File: config.mk
export PLATFORM = sky130hd
export DESIGN_NAME = isotp_segmented_sender_top
export DESIGN_NICKNAME = d
export VERILOG_FILES = /design/src/isotp_pkg.sv /design/src/isotp_csr.sv /design/src/isotp_segmented_sender_top.sv
export SDC_FILE = /design/constraint.sdc
export NUM_CORES = 2
export LEC_CHECK = 0
export BUFFER_PORTS_ARGS = -buffer_cell sky130_fd_sc_hd__buf_2
export CAP_MARGIN = 0
export CORE_MARGIN = 5
export CORE_UTILIZATION = 41
export DETAILED_ROUTE_END_ITERATION = 10
export SETUP_SLACK_MARGIN = 0.1
export SLEW_MARGIN = 20
export SYNTH_ARGS = -nofsm -noshare
export SYNTH_HDL_FRONTEND = slang
export SYNTH_SLANG_ARGS = --single-unit
File: constraint.sdc
create_clock -name clock -period 7.3 [get_ports clock]
set_input_delay 1.095 -clock clock [delete_from_list [all_inputs] [get_ports clock]]
set_output_delay 1.095 -clock clock [all_outputs]
set_load 0.1 [all_outputs]
File: src/isotp_pkg.sv
// Shared types, constants and a helper function for the segmented CAN transport sender.
// Used by isotp_csr and isotp_segmented_sender_top.
`default_nettype none

package isotp_pkg;

   localparam int BUFFER_BYTES_DEF = 256;

   localparam logic [10:0] LISTEN_ID_RST   = 11'd2015;
   localparam logic [10:0] REPLY_ID_RST    = 11'd2024;
   localparam logic [10:0] TESTER_BASE_RST = 11'h7E0;
   localparam logic [15:0] FC_TIMEOUT_RST  = 16'd1000;

   localparam logic [10:0] ALT_LISTEN_ID  = 11'h7E0;
   localparam logic [10:0] FC_ID_MASK     = 11'h7F0;

   localparam logic [3:0] PCI_SINGLE      = 4'h0;
   localparam logic [3:0] PCI_FIRST       = 4'h1;
   localparam logic [3:0] PCI_CONSECUTIVE = 4'h2;
   localparam logic [3:0] PCI_FLOW        = 4'h3;

   localparam logic [3:0] FS_CONTINUE = 4'h0;
   localparam logic [3:0] FS_WAIT     = 4'h1;

   localparam logic [7:0] STMIN_MAX = 8'h7F;

   localparam logic [12:0] DIV7_RECIP = 13'd4682;
   localparam int          DIV7_SHIFT = 15;

   typedef enum logic [1:0] {
      OP_POLL,
      OP_RECEIVE,
      OP_LOAD,
      OP_SEND
   } op_type;

   typedef enum logic [1:0] {
      REG_LISTEN_ID,
      REG_REPLY_ID,
      REG_TESTER_BASE,
      REG_FC_TIMEOUT
   } reg_type;

   typedef struct packed {
      logic [10:0] listen_id;
      logic [10:0] reply_id;
      logic [10:0] tester_base;
      logic [15:0] fc_timeout;
   } cfg_type;

   // Number of consecutive frames for a length, that is length / 7, exact for 12-bit lengths.
   function automatic logic [9:0] frames_for_length(input logic [11:0] len);
      logic [24:0] prod;
      prod = 25'(len) * 25'(DIV7_RECIP);
      return prod[24:DIV7_SHIFT];
   endfunction

endpackage

`default_nettype wire

File: src/isotp_csr.sv
// Configuration registers of the segmented CAN transport sender behind an APB-style port.
// Depends on isotp_pkg for the register map, reset values and the cfg_type struct.
`default_nettype none

module isotp_csr (
   input  wire logic              clock,
   input  wire logic              reset,
   input  wire logic              csr_psel,
   input  wire logic              csr_penable,
   input  wire logic              csr_pwrite,
   input  wire logic [3:0]        csr_paddr,
   input  wire logic [31:0]       csr_pwdata,
   output logic [31:0]            csr_prdata,
   output logic                   csr_pready,
   output isotp_pkg::cfg_type     cfg
);

   isotp_pkg::cfg_type cfg_ff;
   isotp_pkg::reg_type reg_idx;
   logic               wr_en;

   assign reg_idx    = isotp_pkg::reg_type'(csr_paddr[3:2]);
   assign wr_en      = csr_psel & csr_penable & csr_pwrite;
   assign csr_pready = 1'b1;
   assign cfg        = cfg_ff;

   always_ff @(posedge clock) begin
      if (reset) begin
         cfg_ff.listen_id   <= isotp_pkg::LISTEN_ID_RST;
         cfg_ff.reply_id    <= isotp_pkg::REPLY_ID_RST;
         cfg_ff.tester_base <= isotp_pkg::TESTER_BASE_RST & isotp_pkg::FC_ID_MASK;
         cfg_ff.fc_timeout  <= isotp_pkg::FC_TIMEOUT_RST;
      end else if (wr_en) begin
         case (reg_idx)
            isotp_pkg::REG_LISTEN_ID: begin
               cfg_ff.listen_id <= csr_pwdata[10:0];
            end
            isotp_pkg::REG_REPLY_ID: begin
               cfg_ff.reply_id <= csr_pwdata[10:0];
            end
            isotp_pkg::REG_TESTER_BASE: begin
               cfg_ff.tester_base <= csr_pwdata[10:0] & isotp_pkg::FC_ID_MASK;
            end
            isotp_pkg::REG_FC_TIMEOUT: begin
               cfg_ff.fc_timeout <= csr_pwdata[15:0];
            end
            default: begin
               cfg_ff <= cfg_ff;
            end
         endcase
      end
   end

   always_comb begin
      case (reg_idx)
         isotp_pkg::REG_LISTEN_ID:   csr_prdata = {21'd0, cfg_ff.listen_id};
         isotp_pkg::REG_REPLY_ID:    csr_prdata = {21'd0, cfg_ff.reply_id};
         isotp_pkg::REG_TESTER_BASE: csr_prdata = {21'd0, cfg_ff.tester_base};
         isotp_pkg::REG_FC_TIMEOUT:  csr_prdata = {16'd0, cfg_ff.fc_timeout};
         default:                    csr_prdata = 32'd0;
      endcase
   end

endmodule

`default_nettype wire

File: src/isotp_segmented_sender_top.sv
// Top level of the segmented CAN transport sender: payload memory, transfer state and words.
// Depends on isotp_pkg and isotp_csr.
// Loads, received frames and polls that send nothing finish at the accepting edge;
// a delivered request is shown on rsp the next cycle. For a frame word (n = 0..7 payload
// bytes), the payload memory gives one byte per cycle; the word goes to rsp when rsp is free.
// One item is taken per cycle while rsp is not stalled; none while a frame is being built.
// Reset: synchronous; clears the transfer state, the output valid and the configuration to
// its defaults. Payload memory contents are undefined until written.
`default_nettype none

module isotp_segmented_sender_top #(
   parameter int BUFFER_BYTES = isotp_pkg::BUFFER_BYTES_DEF
) (
   input  wire logic        clock,
   input  wire logic        reset,
   input  wire logic        req_valid,
   output logic             req_stall,
   input  wire logic [1:0]  req_operation,
   input  wire logic [31:0] req_now_ms,
   input  wire logic [10:0] req_can_id,
   input  wire logic [3:0]  req_frame_len,
   input  wire logic [63:0] req_frame_data,
   input  wire logic [7:0]  req_byte_index,
   input  wire logic [7:0]  req_payload_byte,
   input  wire logic [11:0] req_msg_length,
   output logic             rsp_valid,
   input  wire logic        rsp_stall,
   output logic             rsp_kind,
   output logic [10:0]      rsp_frame_id,
   output logic [63:0]      rsp_out_data,
   output logic [2:0]       rsp_request_len,
   input  wire logic        csr_psel,
   input  wire logic        csr_penable,
   input  wire logic        csr_pwrite,
   input  wire logic [3:0]  csr_paddr,
   input  wire logic [31:0] csr_pwdata,
   output logic [31:0]      csr_prdata,
   output logic             csr_pready
);

   localparam int AW    = $clog2(BUFFER_BYTES);
   localparam int LEN_W = $clog2(BUFFER_BYTES + 1);
   localparam int FR_W  = $clog2(BUFFER_BYTES / 7 + 1);

   typedef enum logic [1:0] {
      PH_IDLE,
      PH_WAIT_FC,
      PH_SENDING
   } phase_type;

   isotp_pkg::cfg_type cfg;

   isotp_csr u_csr (
      .clock       (clock),
      .reset       (reset),
      .csr_psel    (csr_psel),
      .csr_penable (csr_penable),
      .csr_pwrite  (csr_pwrite),
      .csr_paddr   (csr_paddr),
      .csr_pwdata  (csr_pwdata),
      .csr_prdata  (csr_prdata),
      .csr_pready  (csr_pready),
      .cfg         (cfg)
   );

   logic [7:0] store_ff [BUFFER_BYTES];

   phase_type         phase_ff, phase_in;
   logic [LEN_W-1:0]  total_ff, total_in;
   logic [LEN_W-1:0]  offset_ff, offset_in;
   logic [3:0]        seq_ff, seq_in;
   logic [FR_W-1:0]   frames_ff, frames_in;
   logic [6:0]        sep_ff, sep_in;
   logic [31:0]       next_ff, next_in;
   logic [31:0]       deadline_ff, deadline_in;

   logic              busy_ff;
   logic [2:0]        cnt_ff;
   logic [2:0]        n_ff;
   logic [2:0]        pos_ff;
   logic [LEN_W-1:0]  base_ff;
   logic [63:0]       frame_ff;
   logic              rd_vld_ff;
   logic [2:0]        rd_pos_ff;
   logic [7:0]        rd_data_ff;

   logic              rsp_valid_ff, rsp_valid_in;
   logic              rsp_kind_ff;
   logic [10:0]       rsp_frame_id_ff;
   logic [63:0]       rsp_out_data_ff;
   logic [2:0]        rsp_request_len_ff;

   logic              out_free;
   logic              accept;
   isotp_pkg::op_type op;

   logic              start_frame;
   logic [2:0]        n_start;
   logic [2:0]        pos_start;
   logic [LEN_W-1:0]  base_start;
   logic [63:0]       hdr_start;
   logic              req_result;
   logic [63:0]       req_data;
   logic [2:0]        req_plen;
   logic              mem_we;
   logic [AW-1:0]     mem_waddr;

   logic [11:0]       len_clamp;
   logic [LEN_W-1:0]  remain;
   logic [2:0]        n_poll;
   logic [3:0]        len_eff;
   logic [2:0]        len_m1;
   logic [7:0]        b0;
   logic [7:0]        stmin;

   logic              issue;
   logic              done;
   logic [AW-1:0]     rd_addr;
   logic [63:0]       frame_merge;

   assign out_free  = ~rsp_valid_ff | ~rsp_stall;
   assign req_stall = busy_ff | ~out_free;
   assign accept    = req_valid & ~req_stall;
   assign op        = isotp_pkg::op_type'(req_operation);

   assign issue   = busy_ff & (cnt_ff != n_ff);
   assign done    = busy_ff & (cnt_ff == n_ff);
   assign rd_addr = AW'(base_ff + LEN_W'(cnt_ff));

   assign rsp_valid_in = (accept & req_result) | (done & out_free) | (rsp_valid_ff & rsp_stall);

   always_comb begin
      frame_merge = frame_ff;
      if (rd_vld_ff) begin
         frame_merge[rd_pos_ff*8 +: 8] = rd_data_ff;
      end
   end

   always_comb begin
      int k;
      phase_in    = phase_ff;
      total_in    = total_ff;
      offset_in   = offset_ff;
      seq_in      = seq_ff;
      frames_in   = frames_ff;
      sep_in      = sep_ff;
      next_in     = next_ff;
      deadline_in = deadline_ff;
      start_frame = 1'b0;
      n_start     = 3'd0;
      pos_start   = 3'd1;
      base_start  = '0;
      hdr_start   = 64'd0;
      req_result  = 1'b0;
      req_data    = 64'd0;
      req_plen    = 3'd0;
      mem_we      = 1'b0;
      mem_waddr   = AW'(req_byte_index);

      len_clamp = (req_msg_length > 12'(BUFFER_BYTES)) ? 12'(BUFFER_BYTES) : req_msg_length;
      remain    = (total_ff > offset_ff) ? total_ff - offset_ff : '0;
      n_poll    = (remain > LEN_W'(7)) ? 3'd7 : remain[2:0];
      len_eff   = (req_frame_len > 4'd8) ? 4'd8 : req_frame_len;
      len_m1    = 3'(len_eff - 4'd1);
      b0        = req_frame_data[7:0];
      stmin     = req_frame_data[23:16];

      case (op)
         isotp_pkg::OP_POLL: begin
            if (phase_ff == PH_WAIT_FC) begin
               if (req_now_ms >= deadline_ff) begin
                  phase_in  = PH_IDLE;
                  frames_in = '0;
               end
            end else if (phase_ff == PH_SENDING && frames_ff != '0
                         && req_now_ms >= next_ff) begin
               start_frame = 1'b1;
               n_start     = n_poll;
               pos_start   = 3'd1;
               base_start  = offset_ff;
               hdr_start   = {56'd0, isotp_pkg::PCI_CONSECUTIVE, seq_ff};
               offset_in   = offset_ff + LEN_W'(n_poll);
               seq_in      = seq_ff + 4'd1;
               frames_in   = frames_ff - FR_W'(1);
               next_in     = req_now_ms + 32'(sep_ff);
               if (frames_ff == FR_W'(1)) begin
                  phase_in = PH_IDLE;
               end
            end
         end
         isotp_pkg::OP_RECEIVE: begin
            if (req_frame_len != 4'd0) begin
               if ((req_can_id & isotp_pkg::FC_ID_MASK) == cfg.tester_base) begin
                  if (phase_ff == PH_WAIT_FC && b0[7:4] == isotp_pkg::PCI_FLOW) begin
                     if (b0[3:0] == isotp_pkg::FS_CONTINUE) begin
                        sep_in   = (req_frame_len >= 4'd3 && stmin <= isotp_pkg::STMIN_MAX) ?
                                   stmin[6:0] : 7'd0;
                        phase_in = PH_SENDING;
                        next_in  = req_now_ms;
                     end else if (b0[3:0] == isotp_pkg::FS_WAIT) begin
                        deadline_in = req_now_ms + 32'(cfg.fc_timeout);
                     end else begin
                        phase_in  = PH_IDLE;
                        frames_in = '0;
                     end
                  end
               end else if ((req_can_id == cfg.listen_id
                             || req_can_id == isotp_pkg::ALT_LISTEN_ID)
                            && b0[7:4] == isotp_pkg::PCI_SINGLE) begin
                  req_result = 1'b1;
                  req_plen   = (b0[3:0] > 4'(len_m1)) ? len_m1 : b0[2:0];
                  for (k = 0; k < 7; k++) begin
                     if (3'(k) < req_plen) begin
                        req_data[k*8 +: 8] = req_frame_data[(k+1)*8 +: 8];
                     end
                  end
               end
            end
         end
         isotp_pkg::OP_LOAD: begin
            mem_we = (32'(req_byte_index) < 32'(BUFFER_BYTES));
         end
         isotp_pkg::OP_SEND: begin
            start_frame = 1'b1;
            base_start  = '0;
            if (req_msg_length <= 12'd7) begin
               n_start   = req_msg_length[2:0];
               pos_start = 3'd1;
               hdr_start = {56'd0, isotp_pkg::PCI_SINGLE, req_msg_length[3:0]};
               phase_in  = PH_IDLE;
            end else begin
               n_start     = 3'd6;
               pos_start   = 3'd2;
               hdr_start   = {48'd0, len_clamp[7:0], isotp_pkg::PCI_FIRST, len_clamp[11:8]};
               phase_in    = PH_WAIT_FC;
               total_in    = LEN_W'(len_clamp);
               offset_in   = LEN_W'(6);
               seq_in      = 4'd1;
               frames_in   = FR_W'(isotp_pkg::frames_for_length(len_clamp));
               sep_in      = 7'd0;
               deadline_in = req_now_ms + 32'(cfg.fc_timeout);
            end
         end
         default: begin
            start_frame = 1'b0;
         end
      endcase
   end

   always_ff @(posedge clock) begin
      if (accept && mem_we) begin
         store_ff[mem_waddr] <= req_payload_byte;
      end
      if (issue) begin
         rd_data_ff <= store_ff[rd_addr];
      end
   end

   always_ff @(posedge clock) begin
      if (reset) begin
         phase_ff     <= PH_IDLE;
         total_ff     <= '0;
         offset_ff    <= '0;
         seq_ff       <= 4'd0;
         frames_ff    <= '0;
         sep_ff       <= 7'd0;
         next_ff      <= 32'd0;
         deadline_ff  <= 32'd0;
         busy_ff      <= 1'b0;
         cnt_ff       <= 3'd0;
         rd_vld_ff    <= 1'b0;
         rsp_valid_ff <= 1'b0;
      end else begin
         rd_vld_ff    <= issue;
         rsp_valid_ff <= rsp_valid_in;
         if (issue) begin
            cnt_ff    <= cnt_ff + 3'd1;
            rd_pos_ff <= pos_ff + cnt_ff;
         end
         if (busy_ff) begin
            frame_ff <= frame_merge;
         end

         if (accept) begin
            phase_ff    <= phase_in;
            total_ff    <= total_in;
            offset_ff   <= offset_in;
            seq_ff      <= seq_in;
            frames_ff   <= frames_in;
            sep_ff      <= sep_in;
            next_ff     <= next_in;
            deadline_ff <= deadline_in;
            if (start_frame) begin
               busy_ff  <= 1'b1;
               cnt_ff   <= 3'd0;
               n_ff     <= n_start;
               pos_ff   <= pos_start;
               base_ff  <= base_start;
               frame_ff <= hdr_start;
            end
            if (req_result) begin
               rsp_kind_ff        <= 1'b1;
               rsp_frame_id_ff    <= 11'd0;
               rsp_out_data_ff    <= req_data;
               rsp_request_len_ff <= req_plen;
            end
         end else if (done && out_free) begin
            busy_ff            <= 1'b0;
            rsp_kind_ff        <= 1'b0;
            rsp_frame_id_ff    <= cfg.reply_id;
            rsp_out_data_ff    <= frame_merge;
            rsp_request_len_ff <= 3'd0;
         end
      end
   end

   assign rsp_valid       = rsp_valid_ff;
   assign rsp_kind        = rsp_kind_ff;
   assign rsp_frame_id    = rsp_frame_id_ff;
   assign rsp_out_data    = rsp_out_data_ff;
   assign rsp_request_len = rsp_request_len_ff;

endmodule

`default_nettype wire

==> results.txt <==
The flow ran to the end, and the final reports show no timing, DRC or antenna violations. The number of enable flip-flop cells after synthesis is 2215. The number of nets with antenna violations after routing came out at 0. The total power after layout came out at 28.3 mW. The sum of routed wire length over all layers is 258000 µm. The leakage component of the power is 37.0 nW. The portion of the clock cycle consumed by the worst path in the final layout is 77.4%. The layout net count is 6775. The total global-route track usage is 20.1%.

For the worst setup path, the data required time is 8.06 ns. The total die area came out at 254000 µm². The critical path's largest stage delay came out at 0.52 ns.

The share of cells above drive strength 1 came out at 19.6%. The critical path buffer and inverter count came out at 4. No sink is reached through more buffers than the 3 on the longest clock path. The slowest stage of the critical path is the sky130_fd_sc_hd__or4_1 cell. In this run, synthesis produced a sequential element count of 2367. The category of the most critical setup path is input port to flip-flop. The DRC marker count from the first detailed-route iteration came out at 5656. The largest area contributor in the synthesized netlist is sky130_fd_sc_hd__edfxtp_1. In this run the vertical extent of the chip is 504 µm.

The primary flip-flop cell chosen by synthesis mapping is sky130_fd_sc_hd__edfxtp_1. Clock-pin slew was measured on the worst setup and hold paths at 0.06 ns. The setup clock skew after layout came out at 0.0512 ns.

The placed instances occupy a cell area of 105000 µm². For this run, the number of Yosys warnings is 0. The tree built by TritonCTS fans out to 2367 sinks. The sequential share of power came out at 52.7%. The global-route wire length before repair is 378000 µm. TritonCTS built the clock tree. The synthesized area divided by synthesized cell count is 16.3 µm². Summed over all nets, the switching power comes to 6.31 mW.

The time the worst path needs with I/O delays and setup came out at 5.65 ns. The final number of hold-violating endpoints is 0. The worst hold-check path type is flip-flop to flip-flop.

The internal power component is 22.0 mW. The maximum VDD drop is 0.000277 V. The via density per instance is 5.69. The number of buffers inserted by port buffering is 262.

By area the synthesized netlist is led by sky130_fd_sc_hd__edfxtp_1 (67%), sky130_fd_sc_hd__mux4_2 (12%), sky130_fd_sc_hd__dfxtp_1 (3.0%), sky130_fd_sc_hd__nand2_1 (2.5%), sky130_fd_sc_hd__ha_1 (2.1%). In this run the tightest slew margin relative to its limit is 17.3%. The kind of end point of the critical path is a flip-flop. The area share of the largest cell type after synthesis is 66.6%. The floorplan core area came out at 243000 µm². The commonest cells after synthesis are sky130_fd_sc_hd__edfxtp_1 (2215), sky130_fd_sc_hd__nand2_1 (655), sky130_fd_sc_hd__mux4_2 (552). Walking the worst path, the cells encountered are buf_2 > or4_1 > nor2_1 > nand2_1 > a2111o_1 > nand2b_1 > inv_1 > fa_1 > fa_1 > inv_1 > fa_1 > inv_1 > ha_1 > o2111ai_1 > a211oi_1 > nor2_1 > a21oi_1 > mux2i_1 > a211o_1 > a41oi_1. The die boundary width came out at 504 µm. The clock network is responsible for 40.7% of the overall power. The routability congestion estimate from global placement is 0.844.

The async set or reset register ratio after synthesis is 0%. The sequential fraction of the synthesis area is 69.6%. The number of setup violations in the final report is 0. In the post-synthesis netlist, the cell with the most instances is sky130_fd_sc_hd__edfxtp_1. The post-detailed-route DRC marker count came out at 0. The number of antenna violations at the first check in global routing is 15. The endpoint arrival time on the critical path is 6.41 ns.

The area of all placed cells without fillers came out at 112000 µm². Of the total power, the share spent switching nets is 22.3%. The number of setup buffers added after CTS is 0.

The final number of max-transition violations is 0. After routing, the total negative slack on setup checks comes to 0 ns. The clock insertion delay at the later pin of the skew report came out at 0.86 ns. The number of gates resized after CTS was 0.

The HPWL after detailed placement came out at 160000 µm. Entering global routing, the biggest net connects 171 pins. Power spread over the standard cell area amounts to 252 nW/µm². The mapped cell area came out at 99900 µm². Row generation in the floorplan step produced 181 rows.

The top-level port count is 298. In the final routed layout, each cell accounts on average for 26.4 µm. The number of instances in the synthesized netlist is 6121. The post-cts hold buffer count came out at 0.

The sum of overflow across all layers after global routing is 0. The part of the power in combinational logic is 6.6%. Among cell families on the critical path, the largest total delay comes from compound AO/OA/AOI/OAI gates. Setup repair after global routing left no endpoint under its margin. Of all nets on the critical path, the largest fanout is 7. Counting distinct cell types in the post-synthesis netlist gives 93. The count of maximum capacitance violations is 0. The starting density of the core is 41.1%.

Relative to the synthesized area, the layout overhead comes to 12.5%. The worst setup path is launched from an input port. The CTS buffer count came out at 227. The routed layout has 55700 vias. The first-pass detailed-route iteration total is 6. At the pin with the least slew margin, the transition time is 1.22 ns.

Static timing analysis puts the maximum clock frequency at 177 MHz. The buffer cell driving the clock tree root is sky130_fd_sc_hd__clkbuf_16. The count of H-tree levels built during CTS is 4.

The number of global-route vias before repair is 55500.
==> cell type report <==
class	instances	area (µm²)
well taps	3202	4010
diodes	8	20.0
fillers	20700	131000
flip-flops and latches	2367	69600
repair buffers	360	2350
clock buffers	275	5860
multi-input cells	3239	28500
clock inverters	131	1340
inverters	202	761
==> tightest hold or removal path, cell delays in order, from the launching register on <==
cell and delay, ns:
sky130_fd_sc_hd__dfxtp_1 0.31, sky130_fd_sc_hd__nand2_1 0.05, sky130_fd_sc_hd__a21oi_1 0.05
==> registers in the layout, indices dropped and copies added (netlist names), 2 cells and up <==
| register | count |
|---|---|
| rd_data_ff | 8 |
| sep_ff | 7 |
| rsp_request_len | 3 |
| store_ff | 2048 |
| cnt_ff | 3 |
| offset_ff | 9 |
| rd_pos_ff | 3 |
| frames_ff | 6 |
| next_ff | 32 |
| n_ff | 3 |
| phase_ff | 2 |
| pos_ff | 2 |
| deadline_ff | 32 |
| rsp_out_data | 64 |
| total_ff | 9 |
| rsp_frame_id | 11 |
| u_csr.cfg | 45 |
| base_ff | 8 |
| frame_ff | 64 |
| seq_ff | 4 |
==> power by group through the flow <==
| stage | Clock, mW | Sequential [mW] | Combinational [mW] |
|---|---|---|---|
| 6_report | 11.5 | 14.9 | 1.86 |
| 5_1_grt | 12.3 | 14.9 | 2.00 |
| 4_1_cts | 11.7 | 14.9 | 1.87 |
| 3_5_place_dp | 0 | 15.2 | 1.87 |
| 3_3_place_gp | 0 | 15.2 | 1.84 |
| 2_1_floorplan | 0 | 15.2 | 1.11 |
==> cell families (layout without fill, tap and decap cells) <==
group | count (synthesis) | count (layout) | share of synthesized area, %
AOI/OAI and AO/OA | 588 | 588 | 3.94
adders and majority gates | 194 | 194 | 2.60
buffers and inverters | 541 | 968 | 2.20
muxes | 645 | 645 | 13.4
xor gates and xnor gates | 102 | 102 | 0.902
DFF | 2367 | 2367 | 69.6
other | 2 | 36 | 0.00752
and+or+nand+nor | 1682 | 1682 | 7.35
==> final timing paths <==
| check | end | cells past startpoint | slack, ns | startpoint |
|---|---|---|---|---|
| max reg2reg | rd_data_ff[4] | 9 | 2.09 | cnt_ff[0] |
| min | deadline_ff[14] | 2 | 0.45 | deadline_ff[14] |
| min reg2reg | deadline_ff[14] | 2 | 0.45 | deadline_ff[14] |
| max | frames_ff[4] | 20 | 1.65 | req_msg_length[4] |
==> metrics by stage <==
step	utilization [%]	hold slack, ns	setup WS, ns	cells
after floorplan	-	0.432	0.614	6147
after global placement	43.3	0.440	0.809	9370
after detailed placement	43.3	0.445	0.795	9370
after CTS	46.2	0.428	1.72	9776
after global routing	46.2	0.459	1.37	9778
final	46.2	0.453	1.65	9784
==> placed cells by master (no fill, tap or decap), drive strengths merged, types with 14 or more instances in the layout <==
| cell | instances |
|---|---|
| fa | 23 |
| nor2b | 18 |
| buf | 359 |
| mux4 | 552 |
| clkbuf | 276 |
| or3 | 14 |
| o22ai | 21 |
| nor2 | 524 |
| a21o | 29 |
| and2 | 34 |
| a31oi | 15 |
| edfxtp | 2215 |
| nand4 | 69 |
| nand2b | 15 |
| conb | 28 |
| o311ai | 19 |
| mux2i | 89 |
| inv | 208 |
| a311oi | 38 |
| nand2 | 655 |
| a211oi | 49 |
| dfxtp | 152 |
| xor2 | 18 |
| o21ai | 105 |
| a21oi | 185 |
| nand3 | 213 |
| and3 | 47 |
| xnor2 | 84 |
| clkinv | 93 |
| ha | 171 |
| nor3 | 43 |
| bufinv | 22 |
| a22o | 17 |
==> layer usage <==
metal	GRT usage, %	part of all wire, %	vias to the layer above
met5	0	0.017	-
met4	5.36	2.7	6
met3	3.69	7.9	358
met2	32.4	48	2227
met1	28.2	42	28700
li1	-	-	24400
(Power assumes the default switching activity.)
